--- src/hw/rtl/assert_macros.svh ---
// Assertion macros for the RTL. They use the clock clk and the
// active-low reset rst_n of the module that includes this file.
`ifndef ASSERT_MACROS_SVH
`define ASSERT_MACROS_SVH
`ifndef ASSERT_OFF
`define ASSERT_ALWAYS(label, expr) \
  label: assert property (@(posedge clk) disable iff (!rst_n) (expr)) \
    else $error("assertion failed");
`define ASSERT_NEXT(label, ante, cons) \
  label: assert property (@(posedge clk) disable iff (!rst_n) (ante) |=> (cons)) \
    else $error("assertion failed");
`else
`define ASSERT_ALWAYS(label, expr)
`define ASSERT_NEXT(label, ante, cons)
`endif
`endif

--- src/hw/rtl/i2cseq_pkg.sv ---
package i2cseq_pkg;

  localparam int unsigned MaxTxnsDefault   = 4;
  localparam int unsigned ByteDepthDefault = 64;

  localparam int unsigned InDataW  = 24;
  localparam int unsigned OutDataW = 40;

  typedef enum logic [2:0] {
    OP_LOAD_TXN   = 3'd0,
    OP_LOAD_BYTE  = 3'd1,
    OP_START      = 3'd2,
    OP_START_SENT = 3'd3,
    OP_ADDR_ACKED = 3'd4,
    OP_BYTE_DONE  = 3'd5,
    OP_ERROR      = 3'd6
  } opcode_t;

  typedef struct packed {
    logic [6:0] addr;
    logic       rd;
    logic [6:0] len;
  } txn_t;

  typedef struct packed {
    logic       fault;
    logic       finished;
    logic [5:0] rx_index;
    logic [7:0] rx_byte;
    logic       rx_valid;
    logic [7:0] tx_byte;
    logic       send_data;
    logic [7:0] addr_byte;
    logic       send_addr;
    logic       ack_enable;
    logic       gen_stop;
    logic       gen_start;
  } result_t;

endpackage

--- src/hw/rtl/i2cseq_ram.sv ---
module i2cseq_ram #(
  parameter int unsigned WIDTH = 8,
  parameter int unsigned DEPTH = 64
) (
  input  logic                     clk,
  input  logic                     we,
  input  logic [$clog2(DEPTH)-1:0] waddr,
  input  logic [WIDTH-1:0]         wdata,
  input  logic [$clog2(DEPTH)-1:0] raddr,
  output logic [WIDTH-1:0]         rdata
);

  logic [WIDTH-1:0] mem [DEPTH];

  always_ff @(posedge clk) begin
    if (we) begin
      mem[waddr] <= wdata;
    end
    rdata <= mem[raddr];
  end

endmodule

--- src/hw/rtl/i2c_master_transaction_sequencer.sv ---
// I2C master transaction sequencer. Each request on the input stream (the
// operation code in in_tuser) yields exactly one result on the output stream.
// A request passes through an input register and a result register, so a
// new request is taken on every clock while the output is not stalled. The
// byte store is a RAM with one registered read port whose address follows
// the byte cursor, so the next byte to transmit is always ready; it needs no
// clearing after reset. The result of the request that completes a transfer
// carries out_tlast.
`include "assert_macros.svh"

module i2c_master_transaction_sequencer
  import i2cseq_pkg::*;
#(
  parameter int unsigned MAX_TXNS   = MaxTxnsDefault,
  parameter int unsigned BYTE_DEPTH = ByteDepthDefault
) (
  input  logic                clk,
  input  logic                rst_n,
  input  logic                in_tvalid,
  output logic                in_tready,
  // slave_address[6:0], is_read[7], byte_count[14:8], data_byte[22:15]
  input  logic [InDataW-1:0]  in_tdata,
  // opcode[2:0]
  input  logic [2:0]          in_tuser,
  output logic                out_tvalid,
  input  logic                out_tready,
  // gen_start[0], gen_stop[1], ack_enable[2], send_addr[3], addr_byte[11:4],
  // send_data[12], tx_byte[20:13], rx_valid[21], rx_byte[29:22],
  // rx_index[35:30], fault[36]
  output logic [OutDataW-1:0] out_tdata,
  output logic                out_tlast
);

  localparam int unsigned TLW = $clog2(MAX_TXNS + 1);
  localparam int unsigned TIW = (MAX_TXNS > 1) ? $clog2(MAX_TXNS) : 1;
  localparam int unsigned CW  = $clog2(BYTE_DEPTH + 1);
  localparam int unsigned AW  = $clog2(BYTE_DEPTH);
  localparam int unsigned SW  = (CW > 7) ? CW + 1 : 8;

  typedef enum logic [3:0] {
    PH_STOPPED,
    PH_FAULTED,
    PH_STARTING,
    PH_R_ADDR,
    PH_R_PRE_ONE,
    PH_R_PRE_FIRST,
    PH_R_PRE_MIDDLE,
    PH_R_PRE_LAST,
    PH_W_ADDR,
    PH_W_MIDDLE,
    PH_W_LAST
  } phase_t;

  logic          s1_v_r;
  opcode_t       s1_op_r;
  logic [6:0]    s1_addr_r;
  logic          s1_rd_r;
  logic [6:0]    s1_len_r;
  logic [7:0]    s1_data_r;

  logic          out_v_r;
  result_t       res_r;
  result_t       res;
  logic          res_cmd;

  phase_t        phase_r, phase_nxt;
  txn_t          tt_r [MAX_TXNS];
  logic          tt_we;
  logic [TLW-1:0] txn_loaded_r, txn_loaded_nxt;
  logic [TIW-1:0] txn_cur_r, txn_cur_nxt;
  logic [TIW-1:0] tix;
  txn_t          tt_sel;
  logic [CW-1:0] byte_loaded_r, byte_loaded_nxt;
  logic [CW-1:0] cursor_r, cursor_nxt;
  logic [CW-1:0] end_r, end_nxt;
  logic          ack_r, ack_nxt;

  logic [CW-1:0] rem;
  logic          is_last;
  logic          do_enter;
  logic [SW-1:0] end_sum;
  logic          adv;

  logic          ram_we;
  logic [AW-1:0] ram_waddr;
  logic [7:0]    ram_wdata;
  logic [7:0]    ram_rdata;

  assign adv       = s1_v_r && (!out_v_r || out_tready);
  assign in_tready = !s1_v_r || adv;

  assign rem     = (end_r > cursor_r) ? (end_r - cursor_r) : '0;
  assign is_last = (TLW'(txn_cur_r) + TLW'(1)) >= txn_loaded_r;

  always_comb begin
    if (s1_op_r == OP_START) begin
      tix = '0;
    end else if (s1_op_r == OP_START_SENT) begin
      tix = txn_cur_r;
    end else begin
      tix = txn_cur_r + TIW'(1);
    end
  end

  assign tt_sel = tt_r[tix];

  always_comb begin
    phase_nxt       = phase_r;
    txn_loaded_nxt  = txn_loaded_r;
    txn_cur_nxt     = txn_cur_r;
    byte_loaded_nxt = byte_loaded_r;
    cursor_nxt      = cursor_r;
    end_nxt         = end_r;
    ack_nxt         = ack_r;
    tt_we           = 1'b0;
    ram_we          = 1'b0;
    ram_waddr       = byte_loaded_r[AW-1:0];
    ram_wdata       = s1_data_r;
    do_enter        = 1'b0;
    end_sum         = '0;
    res             = '0;

    if (adv && phase_r != PH_FAULTED) begin
      unique case (s1_op_r)
        OP_LOAD_TXN: begin
          if (phase_r == PH_STOPPED && txn_loaded_r < TLW'(MAX_TXNS)) begin
            tt_we          = 1'b1;
            txn_loaded_nxt = txn_loaded_r + TLW'(1);
          end
        end
        OP_LOAD_BYTE: begin
          if (phase_r == PH_STOPPED && byte_loaded_r < CW'(BYTE_DEPTH)) begin
            ram_we          = 1'b1;
            byte_loaded_nxt = byte_loaded_r + CW'(1);
          end
        end
        OP_START: begin
          if (phase_r == PH_STOPPED && txn_loaded_r != '0) begin
            txn_cur_nxt = '0;
            cursor_nxt  = '0;
            do_enter    = 1'b1;
          end else begin
            phase_nxt = PH_FAULTED;
          end
        end
        OP_START_SENT: begin
          if (phase_r == PH_STARTING) begin
            res.send_addr = 1'b1;
            res.addr_byte = {tt_sel.addr, tt_sel.rd};
            phase_nxt     = tt_sel.rd ? PH_R_ADDR : PH_W_ADDR;
          end else begin
            phase_nxt = PH_FAULTED;
          end
        end
        OP_ADDR_ACKED: begin
          if (phase_r == PH_R_ADDR) begin
            if (rem == CW'(1)) begin
              phase_nxt     = PH_R_PRE_ONE;
              ack_nxt       = 1'b0;
              res.gen_stop  = is_last;
              res.gen_start = !is_last;
            end else if (rem >= CW'(2)) begin
              phase_nxt = PH_R_PRE_FIRST;
              ack_nxt   = 1'b1;
            end else begin
              phase_nxt = PH_FAULTED;
            end
          end else if (phase_r == PH_W_ADDR) begin
            if (rem >= CW'(1)) begin
              phase_nxt     = (rem == CW'(1)) ? PH_W_LAST : PH_W_MIDDLE;
              res.send_data = 1'b1;
              res.tx_byte   = ram_rdata;
              res.gen_stop  = (rem == CW'(1)) && is_last;
              cursor_nxt    = cursor_r + CW'(1);
            end else begin
              phase_nxt = PH_FAULTED;
            end
          end else begin
            phase_nxt = PH_FAULTED;
          end
        end
        OP_BYTE_DONE: begin
          case (phase_r) inside
            PH_R_PRE_FIRST, PH_R_PRE_MIDDLE: begin
              if (rem >= CW'(2)) begin
                ram_we       = 1'b1;
                ram_waddr    = cursor_r[AW-1:0];
                res.rx_valid = 1'b1;
                res.rx_byte  = s1_data_r;
                res.rx_index = 6'(cursor_r);
                cursor_nxt   = cursor_r + CW'(1);
                if (rem == CW'(2)) begin
                  phase_nxt     = PH_R_PRE_LAST;
                  ack_nxt       = 1'b0;
                  res.gen_stop  = is_last;
                  res.gen_start = !is_last;
                end else begin
                  phase_nxt = PH_R_PRE_MIDDLE;
                end
              end else begin
                phase_nxt = PH_FAULTED;
              end
            end
            PH_R_PRE_ONE, PH_R_PRE_LAST: begin
              if (rem == CW'(1)) begin
                ram_we       = 1'b1;
                ram_waddr    = cursor_r[AW-1:0];
                res.rx_valid = 1'b1;
                res.rx_byte  = s1_data_r;
                res.rx_index = 6'(cursor_r);
                cursor_nxt   = cursor_r + CW'(1);
                if (is_last) begin
                  phase_nxt       = PH_STOPPED;
                  ack_nxt         = 1'b1;
                  res.finished    = 1'b1;
                  txn_loaded_nxt  = '0;
                  byte_loaded_nxt = '0;
                end else begin
                  txn_cur_nxt = txn_cur_r + TIW'(1);
                  do_enter    = 1'b1;
                end
              end else begin
                phase_nxt = PH_FAULTED;
              end
            end
            PH_W_MIDDLE: begin
              if (rem >= CW'(1)) begin
                phase_nxt     = (rem == CW'(1)) ? PH_W_LAST : PH_W_MIDDLE;
                res.send_data = 1'b1;
                res.tx_byte   = ram_rdata;
                res.gen_stop  = (rem == CW'(1)) && is_last;
                cursor_nxt    = cursor_r + CW'(1);
              end else begin
                phase_nxt = PH_FAULTED;
              end
            end
            PH_W_LAST: begin
              if (rem == '0) begin
                if (is_last) begin
                  phase_nxt       = PH_STOPPED;
                  ack_nxt         = 1'b1;
                  res.finished    = 1'b1;
                  txn_loaded_nxt  = '0;
                  byte_loaded_nxt = '0;
                end else begin
                  txn_cur_nxt = txn_cur_r + TIW'(1);
                  do_enter    = 1'b1;
                end
              end else begin
                phase_nxt = PH_FAULTED;
              end
            end
            default: begin
              phase_nxt = PH_FAULTED;
            end
          endcase
        end
        default: begin
          phase_nxt = PH_FAULTED;
        end
      endcase

      if (do_enter) begin
        end_sum = SW'(cursor_nxt) + SW'(tt_sel.len);
        if (end_sum > SW'(BYTE_DEPTH)) begin
          phase_nxt = PH_FAULTED;
        end else begin
          end_nxt       = CW'(end_sum);
          res.gen_start = 1'b1;
          phase_nxt     = PH_STARTING;
        end
      end
    end

    if (phase_nxt == PH_FAULTED) begin
      res       = '0;
      res.fault = 1'b1;
    end
    res.ack_enable = ack_nxt;
  end

  i2cseq_ram #(
    .WIDTH (8),
    .DEPTH (BYTE_DEPTH)
  ) u_store (
    .clk   (clk),
    .we    (ram_we),
    .waddr (ram_waddr),
    .wdata (ram_wdata),
    .raddr (cursor_nxt[AW-1:0]),
    .rdata (ram_rdata)
  );

  always_ff @(posedge clk) begin
    if (!rst_n) begin
      s1_v_r        <= 1'b0;
      out_v_r       <= 1'b0;
      phase_r       <= PH_STOPPED;
      txn_loaded_r  <= '0;
      txn_cur_r     <= '0;
      byte_loaded_r <= '0;
      cursor_r      <= '0;
      end_r         <= '0;
      ack_r         <= 1'b1;
    end else begin
      if (in_tvalid && in_tready) begin
        s1_v_r <= 1'b1;
      end else if (adv) begin
        s1_v_r <= 1'b0;
      end
      if (adv) begin
        out_v_r <= 1'b1;
      end else if (out_tready) begin
        out_v_r <= 1'b0;
      end
      phase_r       <= phase_nxt;
      txn_loaded_r  <= txn_loaded_nxt;
      txn_cur_r     <= txn_cur_nxt;
      byte_loaded_r <= byte_loaded_nxt;
      cursor_r      <= cursor_nxt;
      end_r         <= end_nxt;
      ack_r         <= ack_nxt;
    end

    if (in_tvalid && in_tready) begin
      s1_op_r   <= opcode_t'(in_tuser);
      s1_addr_r <= in_tdata[6:0];
      s1_rd_r   <= in_tdata[7];
      s1_len_r  <= in_tdata[14:8];
      s1_data_r <= in_tdata[22:15];
    end
    if (adv) begin
      res_r <= res;
    end
    if (tt_we) begin
      tt_r[txn_loaded_r[TIW-1:0]] <= '{addr: s1_addr_r, rd: s1_rd_r, len: s1_len_r};
    end
  end

  assign out_tvalid = out_v_r;
  assign out_tlast  = res_r.finished;
  assign out_tdata  = {3'b000, res_r.fault, res_r.rx_index, res_r.rx_byte, res_r.rx_valid,
                       res_r.tx_byte, res_r.send_data, res_r.addr_byte, res_r.send_addr,
                       res_r.ack_enable, res_r.gen_stop, res_r.gen_start};

  assign res_cmd = res_r.gen_start || res_r.gen_stop || res_r.send_addr ||
                   res_r.send_data || res_r.rx_valid || res_r.finished;

  `ASSERT_NEXT(a_fault_sticky, phase_r == PH_FAULTED, phase_r == PH_FAULTED)
  `ASSERT_ALWAYS(a_cursor_bound, cursor_r <= end_r && end_r <= CW'(BYTE_DEPTH))
  `ASSERT_ALWAYS(a_txn_bound, txn_loaded_r <= TLW'(MAX_TXNS))
  `ASSERT_ALWAYS(a_fault_quiet, !(out_v_r && res_r.fault) || !res_cmd)

endmodule

--- config.mk ---
export PLATFORM = sky130hd
export DESIGN_NAME = i2c_master_transaction_sequencer
export DESIGN_NICKNAME = d
export VERILOG_FILES = /design/src/hw/rtl/i2cseq_pkg.sv /design/src/hw/rtl/i2cseq_ram.sv /design/src/hw/rtl/i2c_master_transaction_sequencer.sv
export VERILOG_INCLUDE_DIRS = /design/src /design/src/hw/rtl
export SDC_FILE = /design/constraint.sdc
export NUM_CORES = 1
export LEC_CHECK = 0
export ABC_AREA = 1
export BUFFER_PORTS_ARGS = -buffer_cell sky130_fd_sc_hd__buf_2
export CELL_PAD_IN_SITES_DETAIL_PLACEMENT = 0
export CELL_PAD_IN_SITES_GLOBAL_PLACEMENT = 1
export CORE_ASPECT_RATIO = 1.5
export CORE_MARGIN = 1
export CORE_UTILIZATION = 40
export DETAILED_ROUTE_END_ITERATION = 12
export PLACE_DENSITY_LB_ADDON = 0.1
export SLEW_MARGIN = 20
export SYNTH_ARGS = -nofsm -noshare
export SYNTH_HDL_FRONTEND = slang
export SYNTH_SLANG_ARGS = --single-unit
export TNS_END_PERCENT = 5
--- constraint.sdc ---
create_clock -name clk -period 5.9 [get_ports clk]
set_clock_uncertainty 0.2 [all_clocks]
set_input_delay 0.885 -clock clk [delete_from_list [all_inputs] [get_ports clk]]
set_output_delay 0.885 -clock clk [all_outputs]
set_load 0.1 [all_outputs]
; Word level (Yosys, flattened, before mapping)
; Memories as Yosys holds them, arrays and structs flattened. A register that Yosys moved wholly into a read port is not among the register bits.
; Cells that the tools add are included.
[op_classes]
addsub = 7
n_lt_le_gt_ge = 7
eq_ne = 26
mux = 149
bitwise = 5
reduce_logical = 33
[ops]
columns = cell, count
row1 = $mux 7, 19
row2 = $mux 9, 8
row3 = $mux 4, 17
row4 = $mux 1, 56
row5 = $mux 15, 3
row6 = $mux 6, 7
row7 = $mux 38, 1
row8 = $mux 34, 1
row9 = $mux 16, 2
row10 = $mux 2, 16
row11 = $mux 3, 9
row12 = $reduce_and 8->1, 3
row13 = $pmux 7 s3, 1
row14 = $pmux 4 s5, 1
row15 = $pmux 9 s2, 1
row16 = $eq 4x3->1 const B, 4
row17 = $add 7x1->7 const B, 2
row18 = $pmux 7 s2, 1
row19 = $eq 4x4->1 const B, 3
row20 = $reduce_bool 2->1, 5
row21 = $ne 3x2->1 const B, 3
row22 = $add 7x7->8, 1
row23 = $eq 4x2->1 const B, 2
row24 = $gt 8x7->1 const B, 1
row25 = 36 further kinds, 60
[word_totals]
regBits = 97
mem_bits_rw = 572
in_bits = 31
mem_count = 2
[mem_list]
columns = name, depth, word_bits, read_ports, rd_ports_with_merged_regs, write_ports, line
row1 = u_store.mem, 64, 8, 1, 1, 1, i2cseq_ram.sv:13  ; logic [WIDTH-1:0] mem [DEPTH];
row2 = tt_r, 4, 15, 1, 0, 1, i2c_master_transaction_sequencer.sv:67  ; txn_t tt_r [MAX_TXNS];

; Logic depth before layout (Yosys ltp)
; Gate-level depths: netlist of the first run.
[logic_depth]
ltp_word = 16
mapped_depth = 36
ltp_nobuf = 35

; Modules after synthesis
; From an unflattened synthesis of the first run, not the netlist that was laid out.
[hier_totals]
hier_cells = 2710
hier_area_um2 = 29457.0
[by_module_without_submodules]
columns = module, instances, cells_each, area_per_inst_um2
row1 = i2cseq_ram, 1, 1822, 21291.7
row2 = i2c_master_transaction_sequencer, 1, 888, 8165.3

; Least setup slack after synthesis of the first run
; Ideal clock, no wire load.
[synth_timing]
path_kind = register -> register
startpoint = reg cursor_r[2]
endpoint = reg res_r, in the netlist out_tdata[33] (data pin)
setup_time_ns = 0.257
arrival_ns = 5.009
required_ns = 5.443
setup_slack_ns = 0.435
stages_incl_launch_ff = 32
path_buffers = 2
period_less_slack_ns = 5.465
path_cell_list = dfxtp_1 clkbuf_1 inv_1 ha_1 or2_4 nand3_4 nand3b_1 nand2_1 nand2_1 nand2_2 nand3_2 ha_1 o21ai_0 or2_2 nand3_2 ha_1 inv_1 fa_1 o21ai_0 a21oi_1 o21ai_0 xor2_1 nand2_1 nand2_1 nor2_1 nand2_2 o21ai_0 a21oi_1 nand3_2 nand3b_2 buf_4 nor2_1
[synth_via]
elab_chain_len = 16
word_cells_on_any_way = 54
classes_between = add/sub: 3 / order compare: 4 / eq/ne: 3 / mux: 42 / reduce/logical: 2
[synth_rtl]
columns = item, line
row1 = start: declaration, i2c_master_transaction_sequencer.sv:74  ; logic [CW-1:0] cursor_r, cursor_nxt;
row2 = start signal: assignment, i2c_master_transaction_sequencer.sv:320  ; cursor_r <= cursor_nxt;
row3 = $sub 7x7->7 or $gt 7x7->1 (tied branches), i2c_master_transaction_sequencer.sv:92  ; assign rem = (end_r > cursor_r) ? (end_r - cursor_r) : '0;
row4 = $mux 7, i2c_master_transaction_sequencer.sv:92
row5 = $ge 7x1->1, "i2c_master_transaction_sequencer.sv:169, i2c_master_transaction_sequencer.sv:227"
row6 = $mux 7, "i2c_master_transaction_sequencer.sv:169, i2c_master_transaction_sequencer.sv:227"
row7 = $mux 7 (3 in a row), i2c_master_transaction_sequencer.sv:183  ; case (phase_r) inside
row8 = $pmux 7 s3, i2c_master_transaction_sequencer.sv:124  ; unique case (s1_op_r)
row9 = $mux 7, i2c_master_transaction_sequencer.sv:123  ; if (adv && phase_r != PH_FAULTED) begin
row10 = $add 7x7->8, i2c_master_transaction_sequencer.sv:264  ; end_sum = SW'(cursor_nxt) + SW'(tt_sel.len);
row11 = $gt 8x7->1, i2c_master_transaction_sequencer.sv:265  ; if (end_sum > SW'(BYTE_DEPTH)) begin
row12 = $mux 2, i2c_master_transaction_sequencer.sv:265
row13 = $mux 4, i2c_master_transaction_sequencer.sv:263  ; if (do_enter) begin
row14 = $mux 4, i2c_master_transaction_sequencer.sv:123
row15 = $eq 4x1->1, i2c_master_transaction_sequencer.sv:275  ; if (phase_nxt == PH_FAULTED) begin
row16 = $reduce_or 3->1 (no source line), --
row17 = end signal: assignment, i2c_master_transaction_sequencer.sv:333  ; res_r <= res;
row18 = end: declaration, i2c_master_transaction_sequencer.sv:62  ; result_t res_r;
; Parallel ways exist; a longest one is shown, timed or not. The select of a mux whose other input is x is not followed.
; A chain may end at the register's enable or synchronous reset.

; Worst setup path in the final report of the first run
[layout_timing]
startpoint = reg end_r[0]
endpoint = reg res_r, in the netlist out_tdata[4] (data pin)
[layout_via]
elab_chain_len = 16
word_cells_on_any_way = 48
classes_between = add/sub: 2 / order compare: 4 / eq/ne: 3 / mux: 37 / reduce/logical: 2
[layout_rtl]
columns = item, line
row1 = start: declaration, i2c_master_transaction_sequencer.sv:75  ; logic [CW-1:0] end_r, end_nxt;
row2 = start signal: assignment, i2c_master_transaction_sequencer.sv:321  ; end_r <= end_nxt;
row3 = $sub 7x7->7 or $gt 7x7->1 (tied branches), i2c_master_transaction_sequencer.sv:92
row4 = $mux 7 (*), i2c_master_transaction_sequencer.sv:92
row5 = $ge 7x1->1, "i2c_master_transaction_sequencer.sv:169, i2c_master_transaction_sequencer.sv:227"
row6 = $mux 7, "i2c_master_transaction_sequencer.sv:169, i2c_master_transaction_sequencer.sv:227"
row7 = $mux 7 (3 in a row), i2c_master_transaction_sequencer.sv:183
row8 = $pmux 7 s3, i2c_master_transaction_sequencer.sv:124
row9 = $mux 7, i2c_master_transaction_sequencer.sv:123
row10 = $add 7x7->8, i2c_master_transaction_sequencer.sv:264
row11 = $gt 8x7->1, i2c_master_transaction_sequencer.sv:265
row12 = $mux 2, i2c_master_transaction_sequencer.sv:265
row13 = $mux 4 (*), i2c_master_transaction_sequencer.sv:263
row14 = $mux 4 (*), i2c_master_transaction_sequencer.sv:123
row15 = $eq 4x1->1 (*), i2c_master_transaction_sequencer.sv:275
row16 = $reduce_or 4->1 (no source line) (*), --
; Every way passes the cells marked *; elsewhere a longest branch is shown, timed or not. The select of a mux whose other input is x is not followed.

==> results list, run 1 <==
* Result of the run: finished, final reports clean
- Setup total negative slack on the finished layout was measured at 0 ns.
- Yosys mapped a number of flops with a built-in enable equal to 636.
* Row count: 122
- DP HPWL: 54.14 mm
- Number of global-route vias before repair: 20470
* Number of antenna repair diodes: 0
- The longest clock path from root to sink contains 3 buffers.
- The filler cells instantiated in the layout total 6985.
- The die covers 75340 µm².
- Peak Freq: 182.8 MHz
- Worst EP arrival: 5.64 ns
- After synthesis the netlist holds a flip-flop and latch count of 677.
- Maximum ir drop on the vdd rail: 0.1761 mV
- Final antenna-violating net count: 0
- Delay of the slowest critical-path stage: 0.47 ns
* Critical path's slowest cell: fa_1
* Clock-pin slew on the worst setup and hold paths: 0.06 ns
- Buffers added on ports: 69
- DRC viols: 0
* Share of layout cells above drive strength 1: 9.535%
- Summing internal, switching and leakage power gives 11.08 mW.
* Power per cell area: 331.6 nW/µm²
- Initial antenna violation count: 4
* Average wire per standard cell: 22.17 µm
- The final max-slew violation count came to 0.
* CTS sink cnt: 677
- Counting distinct cell types in the post-synthesis netlist gives 59.
- STA puts the critical path data required time at 6.07 ns.
* Post-synthesis sequential area ratio: 67.09%
- Worst Hold Margin: 0.2273 ns
- Ranking of synthesized cells by area: edfxtp_1, nand2_1, nand3_1, dfxtp_1, nor2_1
- Commonest cells after routing, fill and taps aside: nand2_1, edfxtp_1, nand3_1, nor2_1, inv_1
- Buffers inserted to repair hold after CTS numbered 0.
* Kind of critical path: reg -> reg
* Worst Tran Pin Value: 0.9793 ns
- Global routing used 23.70% of the available tracks across all layers.
* Core area: 73580 µm²
* Layout-stage area growth over the synthesis result: 12.56%
- CTS tree: built
- Final weighted congestion in routability-driven placement: 0.9516
- For this run, the detailed router's first-pass iteration total came to 7.
* Top cell type by total area after synthesis: edfxtp_1
- From bottom edge to top edge, the die measures 335.7 µm.
- The min-delay analysis places its worst path in the category in -> reg.
- Once the floorplan was initialized, standard cells occupied 40.35% of the core.
- In this run the tightest slew margin relative to its limit is 34.48%.
- Number of standard cells after synthesis: 2837
- Wire length of the first global-routing pass: 130.5 mm
* Die extent in x: 224.4 µm
* CTS root buffer: clkbuf_16
* Commonest register cell after synthesis: edfxtp_1
- STA classifies the critical path startpoint as a flip-flop.
- Reported max-cap violation count: 0
* Number of standard cells in the layout, taps in and fillers out: 3960
* Number of cells after detailed placement: 3834
- Detailed-route vias per instance: 5.188
* Hold Vio Cnt, Final: 0
- Counting stages on the worst path, the most repeated cell is nand2_1.
- Entering global routing, the biggest net connects 119 pins.
- Registers take 19920 µm².
- Cell leakage power: 12.83 nW
* Nets: 2974
- CTS buffer count: 69
* Number of vias in the routed layout: 20550
- The worst path uses 92.72% of the clock period.
* Time the final worst path needs with I/O delays and setup: 5.470 ns
- STA classifies the critical path endpoint as a flip-flop.
- In the final layout, the multi-input gates occupy 8697 µm².
- Total gr overflow: 0
* Syn_area_per_cell: 10.46 µm²
- Of all nets on the critical path, the largest fanout is 4.
* Share of synthesized registers carrying an async set or reset: 0%
- Setup violations remaining at the end of the flow were counted as 0.
- Clock latency of the later-clocked register in the worst-skew pair: 0.63 ns
* Number of DRC violations after detailed-routing iteration 0: 1578
- Most common cell after layout, fill and taps aside: nand2_1
- Summing every instance area after synthesis gives 29690 µm².
- Warnings, synthesis: 0
* Number of H-tree levels: 3
- 74 I/O pins were placed.
* Area share of the largest cell type after synthesis: 64.33%
* Overall routed net length: 87.78 mm
[kinds of logic after synthesis]
kind of cell | count (synthesis) | synth area share, %
simple gates | 1696 | 23.82
buf+inv | 256 | 4.025
flops | 677 | 67.09
xor+xnor | 12 | 0.3540
compound gates | 167 | 3.460
other cells | 1 | 0.01263
fa+ha+maj | 28 | 1.231
[synthesized netlist by cell type (all sizes together) (13+ instances only)]
library cell	n
inv	121
a21oi	52
o21ai	59
buf	98
ha	26
nand2	1116
clkbuf	33
nor2	177
nand3	368
edfxtp	636
dfxtp	41
nor3	13
[routing by layer]
layer	vias to the layer above	global-route usage [%]	part of all wire (%)
met2	589	43.50	53
met1	9962	27.03	38
met4	4	11.83	4.7
li1	9816	-	-
met3	175	2.686	4.1
met5	-	0	0.031
[registers in the layout, indices dropped and copies added (netlist names), 2 cells and up]
register       count
tt_r              60
txn_cur_r          2
s1_op_r            3
ram_wdata          8
s1_len_r           7
u_store.rdata      8
byte_loaded_r      7
s1_addr_r          7
phase_r            4
txn_loaded_r       3
end_r              7
out_tdata         37
cursor_r           7
u_store.mem      512
[worst paths after layout]
kind,endpoint,startpoint,slack (ns),depth (start not counted)
setup / recovery,out_tdata[4],end_r[0],0.43,32
hold / removal,s1_addr_r[6],in_tdata[6],0.23,1
setup reg to reg,out_tdata[4],end_r[0],0.43,32
hold reg to reg,end_r[0],end_r[0],0.26,2
[worst max-delay path, delay by kind of cell, from the launching register on]
family | cells | cell delay [ns]
compound gates | 7 | 0.98
buf+inv | 5 | 0.47
flops | 1 | 0.30
fa+ha+maj | 5 | 1.55
simple gates | 14 | 1.52
xor+xnor | 1 | 0.20
[repair_timing]
item,CTS,global route
resized for setup,0,5
endpoints found under the setup margin,0,28
buffers inserted,0,2
[power breakdown]
part	leakage (nW)	switching, mW	internal (mW)	total (mW)
Sequential	6.10	0.0297	5.30	5.33
Clock	1.06	1.83	2.45	4.29
Combinational	5.67	1.09	0.381	1.47
Total	12.8	2.95	8.13	11.1
[stage by stage]
stage / cell area [µm²] / setup slack [ns] / utilization [%]
6_report: 33420 / 0.4298 / 45.42
5_1_grt: 33420 / -0.01106 / 45.42
4_1_cts: 33380 / 0.03528 / 45.37
3_5_place_dp: 31210 / 0.04366 / 42.42
3_3_place_gp: 31210 / 0.05536 / 42.42
2_1_floorplan: 29700 / 0.4346 / -
[cell type report]
type                       instances  area share, %
clock buffer                      88          5.571
clock inverter                    36         0.9173
inverter                         125          1.404
multi-input combinational       1906          26.02
sequential                       677          59.61
tap                              992          3.714
timing repair buffer             136          2.763
No activity file was read; power rests on OpenSTA's default activity.
==> run 2, diff against run 1 <==
- CORE_MARGIN: 1 -> 2
- PLACE_DENSITY: not set -> 0.65
- PLACE_DENSITY_LB_ADDON: 0.1 -> not set
==> run 2 against run 1 <==
Worst hold slack gained 0.0036 ns; sequential power about the same; routed wire length down 4.3%; die area increased by 1.5%; global-route usage down 1.5 points; total power rose by 1.2%; via count is 0.20% lower; critical path depth increased by 2; critical path type unchanged.
==> results list, run 2 (synthesis gave the netlist of run 1 again) <==
- The flow ran to the end, and the final reports show no timing, DRC or antenna violations.
* Core area: 73580 µm²
* Row count: 122
- The worst hold path belongs to the class in -> reg.
- The initial utilization of the core area, before any placement, comes to 40.35%.
* Clock-pin slew on the worst setup and hold paths: 0.06 ns
- Entering global routing, the biggest net connects 102 pins.
* Number of antenna repair diodes: 0
- Dividing the detail-routed via count by the number of cells gives 5.184.
- VDD sags by at most 0.1914 mV.
* Largest Register: u_store.mem
- Cell internal power was estimated by the tool at 8.304 mW.
* Worst EP arrival: 5.78 ns
* Final antenna-violating net count: 0
* Number of global-route vias before repair: 20710
* Peak Freq: 181.9 MHz
- Post-route fraction of the period consumed by the critical path: 93.19%
* Overall routed net length: 83.98 mm
* Final weighted congestion in routability-driven placement: 0.9063
- Across every metal layer, demand over resource in global routing totals 22.21%.
- The final max-slew violation count came to 0.
* Reported max-cap violation count: 0
- Pin placement for this block handled 74 I/O pins.
* Critical path's slowest cell: xor2_1
- The clock passes through at most 3 buffers.
- Net switching power: 2.915 mW
* Proportion of power drawn by the clock network: 39.7%
- The setup path with the least slack is of type reg -> reg.
- Counting the fill cells in the layout gives 6910.
- CTS tree: built
- The number of clock buffers added by TritonCTS is 67.
* Time the final worst path needs with I/O delays and setup: 5.498 ns
- The clock net in this run drives a total of 677 sinks.
- Compared with the post-synthesis result, the final layout area differs by 12.84%.
- Worst Tran Pin Value: 0.9863 ns
- Most common cell after layout, fill and taps aside: nand2_1
- Number of optimization iterations in the first detailed-route pass: 5
* Maximum fanout count along the critical path: 9
* Clock latency of the later-clocked register in the worst-skew pair: 0.63 ns
- Combined area of the multi-input logic cells: 8722 µm²
- Counting stages on the worst path, the most repeated cell is nand2_1.
- The first global-routing pass estimated 125.4 mm of wire.
- The die is 226.4 µm wide.
* Largest register FFs: 512
- At the worst endpoint, the required time is 6.18 ns.
- Setup violations remaining at the end of the flow were counted as 0.
- After detailed routing, the number of remaining DRC violations is 0.
* Worst Setup End Kind: flip-flop
- Buffers added on ports: 69
- After the first detailed-routing iteration, the DRC count stood at 1500.
- For this design, the CTS-stage hold fixing added 0 buffers.
* Number of H-tree levels: 3
- Once detailed placement completed, the half-perimeter wirelength came to 53.18 mm.
- In this run the clock root is driven by a clkbuf_16.
- Of the total power, the share spent switching nets is 25.98%.
- Post-CTS setup repair buffer count: 0
* Delay of the slowest critical-path stage: 0.42 ns
- Initial antenna violation count: 0
* Number of cells on the worst reg-to-reg path: 34
- Number of instances on the worst hold path: 1
* Overall die area: 76460 µm²
- Type of origin of the critical path: flip-flop
- After routing the design area is 33500 µm².
* Total gr overflow: 0
* Sequential cell area: 19920 µm²
* Average wire per standard cell: 21.23 µm
* Hold Vio Cnt, Final: 0
- Die height: 337.7 µm
- At the end of the flow, the number of nets in the layout was 2973.
- The post-route netlist has 9.686% of its cells at a drive strength greater than 1.
- Of the total power, combinational logic draws 12.9%.
- Summed negative setup slack over all endpoints: 0 ns
- Sequential share of power: 47.5%
* Commonest cells after routing, fill and taps aside: nand2_1, edfxtp_1, nand3_1, nor2_1, inv_1
* RSZ-0062 raised after global routing: false
- Cell leakage power: 12.86 nW
- Dividing total power by cell area gives a power density of 334.9 nW/µm².
* Slew headroom: 33.84%
- Number of vias in the routed layout: 20500
- Placement-stage cell area: 31190 µm²
run 2: cell count changes in the layout (fill, tap and decap cells not counted), sizes merged:
cell / delta
clkinv: -10
bufinv: +6
clkbuf: -1
inv: -1
nand3b: +1
run 2: per-layer routing:
layer / GRT usage (%) / routed length [µm] / up-vias / share of wire (%)
met4: 10.46 / 3511 / 0 / 4.2
met5: 0 / 0 / - / 0
met2: 41.44 / 44810 / 552 / 53
met1: 24.91 / 31780 / 9967 / 38
li1: - / - / 9824 / -
met3: 2.781 / 3873 / 161 / 4.6
run 2: critical path: cells and delay by family, from the launching register on:
family	cells	cell delay, ns
fa+ha+maj	3	0.99
simple gates	19	2.10
compound gates	6	0.85
flops	1	0.30
buf+inv	5	0.46
xor+xnor	1	0.42
run 2: worst paths after layout:
kind / start / endpoint / slack (ns)
setup / recovery: end_r[0] / out_tdata[8] / 0.40
hold / removal: in_tdata[2] / s1_addr_r[2] / 0.23
setup reg to reg: end_r[0] / out_tdata[8] / 0.40
hold reg to reg: end_r[0] / end_r[0] / 0.27
run 2: per-stage QoR:
step	utilization [%]	hold slack (ns)	worst slack, ns	power, mW	cells
6_report	45.53	0.2309	0.4019	11.22	3955
5_1_grt	45.53	0.2168	0.05016	11.61	3955
4_1_cts	45.45	0.1985	0.02479	11.31	3954
3_5_place_dp	42.39	0.2604	0.005654	6.872	3836
3_3_place_gp	42.39	0.2602	0.08668	6.864	3836
2_1_floorplan	-	0.2331	0.4346	6.379	2839
run 2: repair_timing:
action                     in CTS  in global routing
gates resized for setup         1                 11
setup endpoints to repair       1                 27
cloned                          0                  1
pin swaps                       0                  3
run 2: power groups by stage:
stage / registers (mW) / clock network (mW) / logic (mW)
6_report: 5.33 / 4.45 / 1.44
2_1_floorplan: 5.52 / 0 / 0.857
3_3_place_gp: 5.43 / 0 / 1.43
5_1_grt: 5.33 / 4.70 / 1.58
3_5_place_dp: 5.43 / 0 / 1.44
4_1_cts: 5.33 / 4.53 / 1.45
run 2: final cells by class:
class                      count  area share [%]
sequential                   677           59.46
multi-input combinational   1907           26.04
clock buffer                  87           5.356
tap                          992           3.705
timing repair buffer         136           2.682
inverter                     125           1.401
clock inverter                31           1.363
